$ cat src/hw/rtl/ordered_value_list_engine_top_macros.svh
// Assertion macros for the ordered value list engine top level.
// Used by ordered_value_list_engine_top.sv; no other dependencies.
`ifndef ORDERED_VALUE_LIST_ENGINE_TOP_MACROS_SVH
`define ORDERED_VALUE_LIST_ENGINE_TOP_MACROS_SVH

// Same-cycle implication, disabled while reset is asserted
`define OVLE_ASSERT_NOW(label, clk, rst_n, ante, cons) \
  label: assert property (@(posedge clk) disable iff (!(rst_n)) (ante) |-> (cons)) \
    else $error("ordered value list engine: check failed");

// Next-cycle implication, disabled while reset is asserted
`define OVLE_ASSERT_NEXT(label, clk, rst_n, ante, cons) \
  label: assert property (@(posedge clk) disable iff (!(rst_n)) (ante) |=> (cons)) \
    else $error("ordered value list engine: check failed");

`endif

$ cat src/hw/rtl/ovle_pkg.sv
// Shared constants and controller/datapath interface types for the
// ordered value list engine. No dependencies.
package ovle_pkg;

  // Field widths
  localparam int CMD_W    = 3;
  localparam int DATA_W   = 32;
  localparam int STATUS_W = 3;
  localparam int COUNT_W  = 5;

  // Default list capacity
  localparam int DEPTH_DEFAULT = 16;

  // Command codes
  localparam logic [CMD_W-1:0] CMD_INS_FRONT = 3'd0;
  localparam logic [CMD_W-1:0] CMD_APPEND    = 3'd1;
  localparam logic [CMD_W-1:0] CMD_DEL_FIRST = 3'd2;
  localparam logic [CMD_W-1:0] CMD_DEL_ALL   = 3'd3;
  localparam logic [CMD_W-1:0] CMD_READ      = 3'd4;

  // Status codes
  localparam logic [STATUS_W-1:0] ST_OK        = 3'd0;
  localparam logic [STATUS_W-1:0] ST_FULL      = 3'd1;
  localparam logic [STATUS_W-1:0] ST_NOT_FOUND = 3'd2;
  localparam logic [STATUS_W-1:0] ST_READ      = 3'd3;
  localparam logic [STATUS_W-1:0] ST_EMPTY     = 3'd4;

  // Controller to datapath commands
  typedef struct packed {
    logic imm;        // finish the accepted request in one step
    logic walk_init;  // latch the request and start a walk
    logic walk_run;   // walk one element
  } ctrl_t;

  // Datapath to controller status
  typedef struct packed {
    logic len_zero;   // list is empty
    logic last_proc;  // final element of the walk handled this cycle
  } stat_t;

endpackage

$ cat src/hw/rtl/ovle_ctrl.sv
// Controller state machine of the ordered value list engine.
// Depends on ovle_pkg.
module ovle_ctrl (
  input  logic                           clk_i,
  input  logic                           rst_ni,
  input  logic                           start,
  output logic                           busy,
  input  logic [ovle_pkg::CMD_W-1:0]     cmd_i,
  input  ovle_pkg::stat_t                stat_i,
  output ovle_pkg::ctrl_t                ctrl_o
);

  localparam logic StIdle = 1'b0;
  localparam logic StWalk = 1'b1;

  logic state_q, state_d;

  assign busy = (state_q == StWalk);

  // Decode the request and sequence the walk
  always_comb begin
    state_d          = state_q;
    ctrl_o           = '0;
    unique case (state_q)
      StIdle: begin
        if (start) begin
          case (cmd_i) inside
            ovle_pkg::CMD_DEL_FIRST, ovle_pkg::CMD_DEL_ALL, ovle_pkg::CMD_READ: begin
              if (stat_i.len_zero) begin
                ctrl_o.imm = 1'b1;
              end else begin
                ctrl_o.walk_init = 1'b1;
                state_d          = StWalk;
              end
            end
            default: begin
              ctrl_o.imm = 1'b1;
            end
          endcase
        end
      end
      StWalk: begin
        ctrl_o.walk_run = 1'b1;
        if (stat_i.last_proc) begin
          state_d = StIdle;
        end
      end
      default: begin
        state_d = StIdle;
      end
    endcase
  end

  // Hold the state
  always_ff @(posedge clk_i or negedge rst_ni) begin
    if (!rst_ni) begin
      state_q <= StIdle;
    end else begin
      state_q <= state_d;
    end
  end

endmodule

$ cat src/hw/rtl/ovle_datapath.sv
// Datapath of the ordered value list engine: circular element memory,
// walk counters and result registers. Depends on ovle_pkg.
module ovle_datapath #(
  parameter int DEPTH = ovle_pkg::DEPTH_DEFAULT
) (
  input  logic                              clk_i,
  input  logic                              rst_ni,
  input  ovle_pkg::ctrl_t                   ctrl_i,
  output ovle_pkg::stat_t                   stat_o,
  input  logic [ovle_pkg::CMD_W-1:0]        cmd_i,
  input  logic signed [ovle_pkg::DATA_W-1:0] value_in_i,
  output logic                              res_valid_o,
  output logic [ovle_pkg::STATUS_W-1:0]     status_o,
  output logic signed [ovle_pkg::DATA_W-1:0] value_out_o,
  output logic [ovle_pkg::COUNT_W-1:0]      removed_count_o,
  output logic [ovle_pkg::COUNT_W-1:0]      length_out_o,
  output logic                              last_o
);

  localparam int IdxW   = $clog2(DEPTH);
  localparam int CntW   = $clog2(DEPTH + 1);
  localparam int DataW  = ovle_pkg::DATA_W;
  localparam int OutCnt = ovle_pkg::COUNT_W;
  localparam logic [IdxW:0]   DepthWrap = (IdxW + 1)'(DEPTH);
  localparam logic [CntW-1:0] DepthCnt  = CntW'(DEPTH);
  localparam logic [IdxW-1:0] LastSlot  = IdxW'(DEPTH - 1);

  // Map a front-relative index to a memory slot
  function automatic logic [IdxW-1:0] phys_addr(input logic [IdxW-1:0] base,
                                                input logic [IdxW-1:0] off);
    logic [IdxW:0] sum;
    sum = {1'b0, base} + {1'b0, off};
    if (sum >= DepthWrap) begin
      sum = sum - DepthWrap;
    end
    return sum[IdxW-1:0];
  endfunction

  logic [DataW-1:0] mem [DEPTH];

  logic [CntW-1:0]              len_q, len_d;
  logic [IdxW-1:0]              head_q, head_d;
  logic [ovle_pkg::CMD_W-1:0]   op_q;
  logic [DataW-1:0]             val_q;
  logic [CntW-1:0]              rd_idx_q, proc_idx_q, wr_idx_q, removed_q;
  logic [CntW-1:0]              wr_idx_d, removed_d, len_m1;
  logic                         issue_q;
  logic [DataW-1:0]             rd_data_q;

  logic                         issue, proc, is_read, del_all, hit, keep, drop, last_proc;
  logic                         len_full, imm_ins, imm_app;
  logic [IdxW-1:0]              head_dec, rd_addr, wr_addr;
  logic                         wr_en;
  logic [DataW-1:0]             wr_data;

  logic                         res_vld_d;
  logic [ovle_pkg::STATUS_W-1:0] res_status_d;
  logic [DataW-1:0]             res_value_d;
  logic [CntW-1:0]              res_removed_d;
  logic                         res_last_d;

  logic                         res_vld_q;
  logic [ovle_pkg::STATUS_W-1:0] res_status_q;
  logic [DataW-1:0]             res_value_q;
  logic [OutCnt-1:0]            res_removed_q, res_len_q;
  logic                         res_last_q;

  // Walk bookkeeping
  assign len_m1    = len_q - CntW'(1);
  assign len_full  = (len_q == DepthCnt);
  assign issue     = ctrl_i.walk_run && (rd_idx_q < len_q);
  assign proc      = ctrl_i.walk_run && issue_q;
  assign last_proc = issue_q && (proc_idx_q == len_m1);
  assign is_read   = (op_q == ovle_pkg::CMD_READ);
  assign del_all   = (op_q == ovle_pkg::CMD_DEL_ALL);
  assign hit       = (rd_data_q == val_q) && (del_all || (removed_q == '0));
  assign keep      = proc && !is_read && !hit;
  assign drop      = proc && !is_read && hit;
  assign wr_idx_d  = keep ? wr_idx_q + CntW'(1) : wr_idx_q;
  assign removed_d = drop ? removed_q + CntW'(1) : removed_q;

  assign stat_o.len_zero  = (len_q == '0);
  assign stat_o.last_proc = last_proc;

  // Single-step inserts
  assign imm_ins  = ctrl_i.imm && (cmd_i == ovle_pkg::CMD_INS_FRONT) && !len_full;
  assign imm_app  = ctrl_i.imm && (cmd_i == ovle_pkg::CMD_APPEND) && !len_full;
  assign head_dec = (head_q == '0) ? LastSlot : head_q - IdxW'(1);

  // Memory port selection
  assign rd_addr = phys_addr(head_q, rd_idx_q[IdxW-1:0]);
  assign wr_en   = imm_ins || imm_app || keep;
  always_comb begin
    if (imm_ins) begin
      wr_addr = head_dec;
    end else if (imm_app) begin
      wr_addr = phys_addr(head_q, len_q[IdxW-1:0]);
    end else begin
      wr_addr = phys_addr(head_q, wr_idx_q[IdxW-1:0]);
    end
  end
  assign wr_data = ctrl_i.imm ? DataW'(value_in_i) : rd_data_q;

  // List length and front pointer
  always_comb begin
    len_d  = len_q;
    head_d = head_q;
    if (imm_ins) begin
      head_d = head_dec;
    end
    if (imm_ins || imm_app) begin
      len_d = len_q + CntW'(1);
    end else if (proc && !is_read && last_proc) begin
      len_d = wr_idx_d;
    end
  end

  // Build the next result
  always_comb begin
    res_vld_d     = 1'b0;
    res_status_d  = ovle_pkg::ST_OK;
    res_value_d   = '0;
    res_removed_d = '0;
    res_last_d    = 1'b1;
    if (ctrl_i.imm) begin
      res_vld_d = 1'b1;
      case (cmd_i) inside
        ovle_pkg::CMD_INS_FRONT, ovle_pkg::CMD_APPEND: begin
          res_status_d = len_full ? ovle_pkg::ST_FULL : ovle_pkg::ST_OK;
        end
        ovle_pkg::CMD_DEL_FIRST, ovle_pkg::CMD_DEL_ALL: begin
          res_status_d = ovle_pkg::ST_NOT_FOUND;
        end
        ovle_pkg::CMD_READ: begin
          res_status_d = ovle_pkg::ST_EMPTY;
        end
        default: begin
          res_status_d = ovle_pkg::ST_OK;
        end
      endcase
    end else if (proc && is_read) begin
      res_vld_d    = 1'b1;
      res_status_d = ovle_pkg::ST_READ;
      res_value_d  = rd_data_q;
      res_last_d   = last_proc;
    end else if (proc && last_proc) begin
      res_vld_d     = 1'b1;
      res_status_d  = (removed_d != '0) ? ovle_pkg::ST_OK : ovle_pkg::ST_NOT_FOUND;
      res_removed_d = removed_d;
    end
  end

  // Element memory with registered read
  always_ff @(posedge clk_i) begin
    if (wr_en) begin
      mem[wr_addr] <= wr_data;
    end
    if (issue) begin
      rd_data_q <= mem[rd_addr];
    end
  end

  // Control registers
  always_ff @(posedge clk_i or negedge rst_ni) begin
    if (!rst_ni) begin
      len_q      <= '0;
      head_q     <= '0;
      rd_idx_q   <= '0;
      proc_idx_q <= '0;
      wr_idx_q   <= '0;
      removed_q  <= '0;
      issue_q    <= 1'b0;
      res_vld_q  <= 1'b0;
    end else begin
      len_q     <= len_d;
      head_q    <= head_d;
      res_vld_q <= res_vld_d;
      if (ctrl_i.walk_init) begin
        rd_idx_q   <= '0;
        proc_idx_q <= '0;
        wr_idx_q   <= '0;
        removed_q  <= '0;
        issue_q    <= 1'b0;
      end else if (ctrl_i.walk_run) begin
        issue_q   <= issue;
        wr_idx_q  <= wr_idx_d;
        removed_q <= removed_d;
        if (issue) begin
          rd_idx_q <= rd_idx_q + CntW'(1);
        end
        if (proc) begin
          proc_idx_q <= proc_idx_q + CntW'(1);
        end
      end
    end
  end

  // Latched request and result payload
  always_ff @(posedge clk_i) begin
    if (ctrl_i.walk_init) begin
      op_q  <= cmd_i;
      val_q <= DataW'(value_in_i);
    end
    if (res_vld_d) begin
      res_status_q  <= res_status_d;
      res_value_q   <= res_value_d;
      res_removed_q <= OutCnt'(res_removed_d);
      res_len_q     <= OutCnt'(len_d);
      res_last_q    <= res_last_d;
    end
  end

  assign res_valid_o     = res_vld_q;
  assign status_o        = res_status_q;
  assign value_out_o     = res_value_q;
  assign removed_count_o = res_removed_q;
  assign length_out_o    = res_len_q;
  assign last_o          = res_last_q;

endmodule

$ cat src/hw/rtl/ordered_value_list_engine_top.sv
// Ordered value list engine: an ordered list of up to DEPTH signed 32-bit
// values. Inserts at the front, appends, deletes the first or every match,
// and reads out the list front to back. A request is taken when start is
// high and busy is low. Each result sits on the result ports for one cycle,
// marked by res_valid_o, and must be taken then: there is no back-pressure.
// Insert, append, any request on an empty list that needs a walk, and unused
// codes need no walk: the result appears the cycle after the request and busy
// stays low. Deletes and read out on a list of N elements keep busy high while
// they walk the list, one element per cycle through the single read port
// of the element memory; read-out results follow one per cycle, the last
// flagged by last_o. The memory holds no reset state and needs no clearing.
// Depends on ovle_pkg, ovle_ctrl, ovle_datapath and the macros header.
`include "ordered_value_list_engine_top_macros.svh"

module ordered_value_list_engine_top #(
  parameter int DEPTH = ovle_pkg::DEPTH_DEFAULT
) (
  input  logic                               clk_i,
  input  logic                               rst_ni,
  input  logic                               start,
  output logic                               busy,
  input  logic [ovle_pkg::CMD_W-1:0]         cmd_i,
  input  logic signed [ovle_pkg::DATA_W-1:0] value_in_i,
  output logic                               res_valid_o,
  output logic [ovle_pkg::STATUS_W-1:0]      status_o,
  output logic signed [ovle_pkg::DATA_W-1:0] value_out_o,
  output logic [ovle_pkg::COUNT_W-1:0]       removed_count_o,
  output logic [ovle_pkg::COUNT_W-1:0]       length_out_o,
  output logic                               last_o
);

  localparam int OutCnt = ovle_pkg::COUNT_W;
  localparam logic [OutCnt-1:0] FullLen = OutCnt'(DEPTH);

  ovle_pkg::ctrl_t ctrl;
  ovle_pkg::stat_t stat;

  // Sequence requests
  ovle_ctrl u_ctrl (
    .clk_i  (clk_i),
    .rst_ni (rst_ni),
    .start  (start),
    .busy   (busy),
    .cmd_i  (cmd_i),
    .stat_i (stat),
    .ctrl_o (ctrl)
  );

  // Store elements and build results
  ovle_datapath #(
    .DEPTH (DEPTH)
  ) u_datapath (
    .clk_i           (clk_i),
    .rst_ni          (rst_ni),
    .ctrl_i          (ctrl),
    .stat_o          (stat),
    .cmd_i           (cmd_i),
    .value_in_i      (value_in_i),
    .res_valid_o     (res_valid_o),
    .status_o        (status_o),
    .value_out_o     (value_out_o),
    .removed_count_o (removed_count_o),
    .length_out_o    (length_out_o),
    .last_o          (last_o)
  );

  // Read-out results stream without gaps until the last one
  `OVLE_ASSERT_NEXT(a_stream_gapless, clk_i, rst_ni, res_valid_o && !last_o, res_valid_o)
  // A started walk holds off new requests
  `OVLE_ASSERT_NEXT(a_walk_busy, clk_i, rst_ni, ctrl.walk_init, busy)
  // A rejected insert only happens on a full list
  `OVLE_ASSERT_NOW(a_full_len, clk_i, rst_ni, res_valid_o && (status_o == ovle_pkg::ST_FULL), length_out_o == FullLen)

endmodule

$ cat config.mk
export PLATFORM = sky130hd
export DESIGN_NAME = ordered_value_list_engine_top
export DESIGN_NICKNAME = d
export VERILOG_FILES = /design/src/hw/rtl/ovle_pkg.sv /design/src/hw/rtl/ovle_ctrl.sv /design/src/hw/rtl/ovle_datapath.sv /design/src/hw/rtl/ordered_value_list_engine_top.sv
export VERILOG_INCLUDE_DIRS = /design/src /design/src/hw/rtl
export SDC_FILE = /design/constraint.sdc
export NUM_CORES = 1
export LEC_CHECK = 0
export ABC_AREA = 1
export BUFFER_PORTS_ARGS = -buffer_cell sky130_fd_sc_hd__buf_2
export CAP_MARGIN = 20
export CORE_ASPECT_RATIO = 0.8
export CORE_UTILIZATION = 67
export DETAILED_ROUTE_END_ITERATION = 12
export PLACE_DENSITY_LB_ADDON = 0.25
export SLEW_MARGIN = 20
export SYNTH_ARGS = -nofsm -noshare
export SYNTH_HDL_FRONTEND = slang
export SYNTH_SLANG_ARGS = --single-unit
$ cat constraint.sdc
create_clock -name clk_i -period 10.5 [get_ports clk_i]
set_clock_uncertainty 0.05 [all_clocks]
set_input_delay 1.575 -clock clk_i [delete_from_list [all_inputs] [get_ports clk_i]]
set_output_delay 1.575 -clock clk_i [all_outputs]
set_load 0.01 [all_outputs]
==> impl_metrics.yaml <==
clock_tree:
  clock_sinks: 657
  htree_levels: 2
  cts.clk_slew.worst_paths_ps: 60
  holdBufCountCts: 0
  worstSkewPairLatency_ps: 620
  clockBufferDepth: 3
  cts_root_buffer: "clkbuf_16"
  cts_tree: "yes"
  cts_buffers: 60
  postCtsSetupBuffers: 0
  cts_resized: 0
synthesis:
  yosysSeqAreaShare_pct: 71.20
  synthCells: 2149
  synth_nets: 2208
  synthDistinctLibCells: 41
  synthArstFlopShare_pct: 4.871
  synth_edf_count: 625
  syn_avg_cell_area_um2: 12.79
  synthFlopType: "edfxtp_1"
  synth.cell_area_mm2: 0.02749
  yosysWarnings: 0
  yosys.area.top_type: "edfxtp_1"
  synth_area_leaders: "edfxtp_1, mux2i_1, o21ai_0"
  synth_top_cell_area_share_pct: 68.28
  yosys_register_bits: 657
timing:
  slew_viol_final: 0
  period_share_pct: 50.94
  setup_slack_ps: 5151
  tightest_slew_ps: 1155
  setup_viol: 0
  period_minus_slack_ps: 5349
  rsz0062_at_grt: "no"
  fmax_mhz: 187.0
  maxSlewHeadroom_pct: 23.01
  setup_tns_ps: 0
  whs_ps: 507.3
  hold_violations: 0
setup_path:
  cp.arrival_ps: 5620
  start_kind: "primary input"
  critPathRequiredTime_ps: 10770
  crit_fanout: 70
  critical_path_class: "primary input to flop"
  worst_setup_path_end_kind: "flop"
place:
  port_buffers: 85
  hpwlAfterDp_um: 38220
  dp_slack_ps: 4415
  place_congestion: 0.8431
hold_path:
  min_path_type: "flop to flop"
die:
  io-pin-count: 86
  core_area_mm2: 0.03993
  start_util_pct: 68.83
  die_w_um: 228.4
  num_rows: 65
  die_area_mm2: 0.04184
  die_h_um: 183.2
cells_and_area:
  final_common_cell: "edfxtp_1"
  nets: 2295
  area_delta_synth_final_pct: 12.25
  drive_gt1_share_pct: 12.04
  layout_common_cells: "edfxtp_1, nand2_1, inv_1"
  diodes: 0
flow_run:
  cap_violations: 0
detailed_routing:
  vias: 17610
  vias_per_cell: 6.243
  final_antenna_net_count: 0
  first_pass_iters: 9
  wl_per_cell_um: 23.09
  remaining_drc_errors: 0
  finalWirelength_um: 65140
  drt_iter0_drc: 2282
grt:
  grt_pass1_vias: 16900
  overflow: 0
  grt_max_degree: 181
  groute.usage.overall_pct: 31.07
  antenna_found_initial: 0
  grt_pass1_wl_um: 97380
status:
  status: "complete, no violations"
-- per-layer routing --
layer / GRT usage (%) / wire (um)
met1: 44.05 / 25660
met2: 49.77 / 30700
met3: 4.415 / 6627
met4: 11.92 / 2150
met5: 0 / 0
-- final timing paths --
path,from,to,slack [ps],cells after the start
min in group asynchronous,rst_ni,u_datapath.proc_idx_q[2]$_DFFE_PN0P_,990,1
max in group asynchronous,rst_ni,u_datapath.removed_q[4]$_DFFE_PN0P_,8920,1
max,start,u_datapath.mem[9][5]$_DFFE_PP_,5150,15
max reg2reg,u_datapath.len_q[0]$_DFF_PN0_,u_datapath.mem[9][5]$_DFFE_PP_,5530,16
min,u_datapath.rd_idx_q[3]$_DFFE_PN0P_,u_datapath.rd_idx_q[3]$_DFFE_PN0P_,510,1
min reg2reg,u_datapath.rd_idx_q[3]$_DFFE_PN0P_,u_datapath.rd_idx_q[3]$_DFFE_PN0P_,510,1
-- cell families after synthesis --
kind of cell,after synthesis,synth area share (%)
AO/OA/AOI/OAI,528,10.39
XOR/XNOR,34,1.083
adder cells (fa/ha/maj),21,1.011
buffers and inverters,338,4.866
flip-flops,657,71.20
multiplexers,128,4.662
AND/OR/NAND/NOR,443,6.787
-- flip-flops by register name (all words and copies together) (netlist names) --
signal                      flops
u_datapath.mem                512
u_datapath.rd_data_q           32
u_datapath.val_q               32
u_datapath.value_out_o         32
u_datapath.len_q                5
u_datapath.length_out_o         5
u_datapath.proc_idx_q           5
u_datapath.rd_idx_q             5
u_datapath.removed_count_o      5
u_datapath.removed_q            5
u_datapath.wr_idx_q             5
u_datapath.head_q               4
u_datapath.op_q                 3
u_datapath.status_o             3
u_ctrl.busy                     1
u_datapath.issue_q              1
u_datapath.last_o               1
u_datapath.res_valid_o          1
-- worst max-delay path: stages --
cell and delay, ps:
buf_2 90, inv_1 30, nor2_1 290, nand2_4 570, nor3_4 540, nand2_1 110
o21ai_0 110, ha_1 240, fa_1 440, nand2_1 90, nand2_1 120, inv_1 100
nand3_1 360, nor2_4 680, buf_16 250
-- cell usage after synthesis (7+ instances only) --
cell type    n
nor2_1     137
o21ai_0    211
dfrtp_1     32
ha_1        19
xor2_1      14
inv_1      225
nand2_1    230
mux2i_1    128
a21oi_1    209
inv_2        8
buf_4       10
edfxtp_1   625
o21ai_1      7
clkbuf_1    63
buf_2       19
nand4_1      9
nand3_1     40
nand3_2      7
o211ai_1    64
xnor2_1     20
buf_1       11
a31oi_1     33
-- final cells by class --
class / count / area (um^2)
timing repair buffer: 129 / 1016
inverter: 234 / 879.6
clock inverter: 36 / 336.6
sequential: 657 / 19570
tap: 536 / 670.6
multi-input combinational: 1154 / 6803
clock buffer: 75 / 1579
fill: 2279 / 9079
-- metrics by stage --
step                std cells  area [um^2]  utilization [%]
CTS                      2810        30610            76.66
detailed placement       2699        28700            71.87
global route             2821        30850            77.26
finish                   2821        30850            77.26
floorplan                2149        27490                -
global placement         2693        28520            71.42
Power is not shown: default switching activity piles up to over one toggle a cycle in this logic, so the estimate is an artifact.
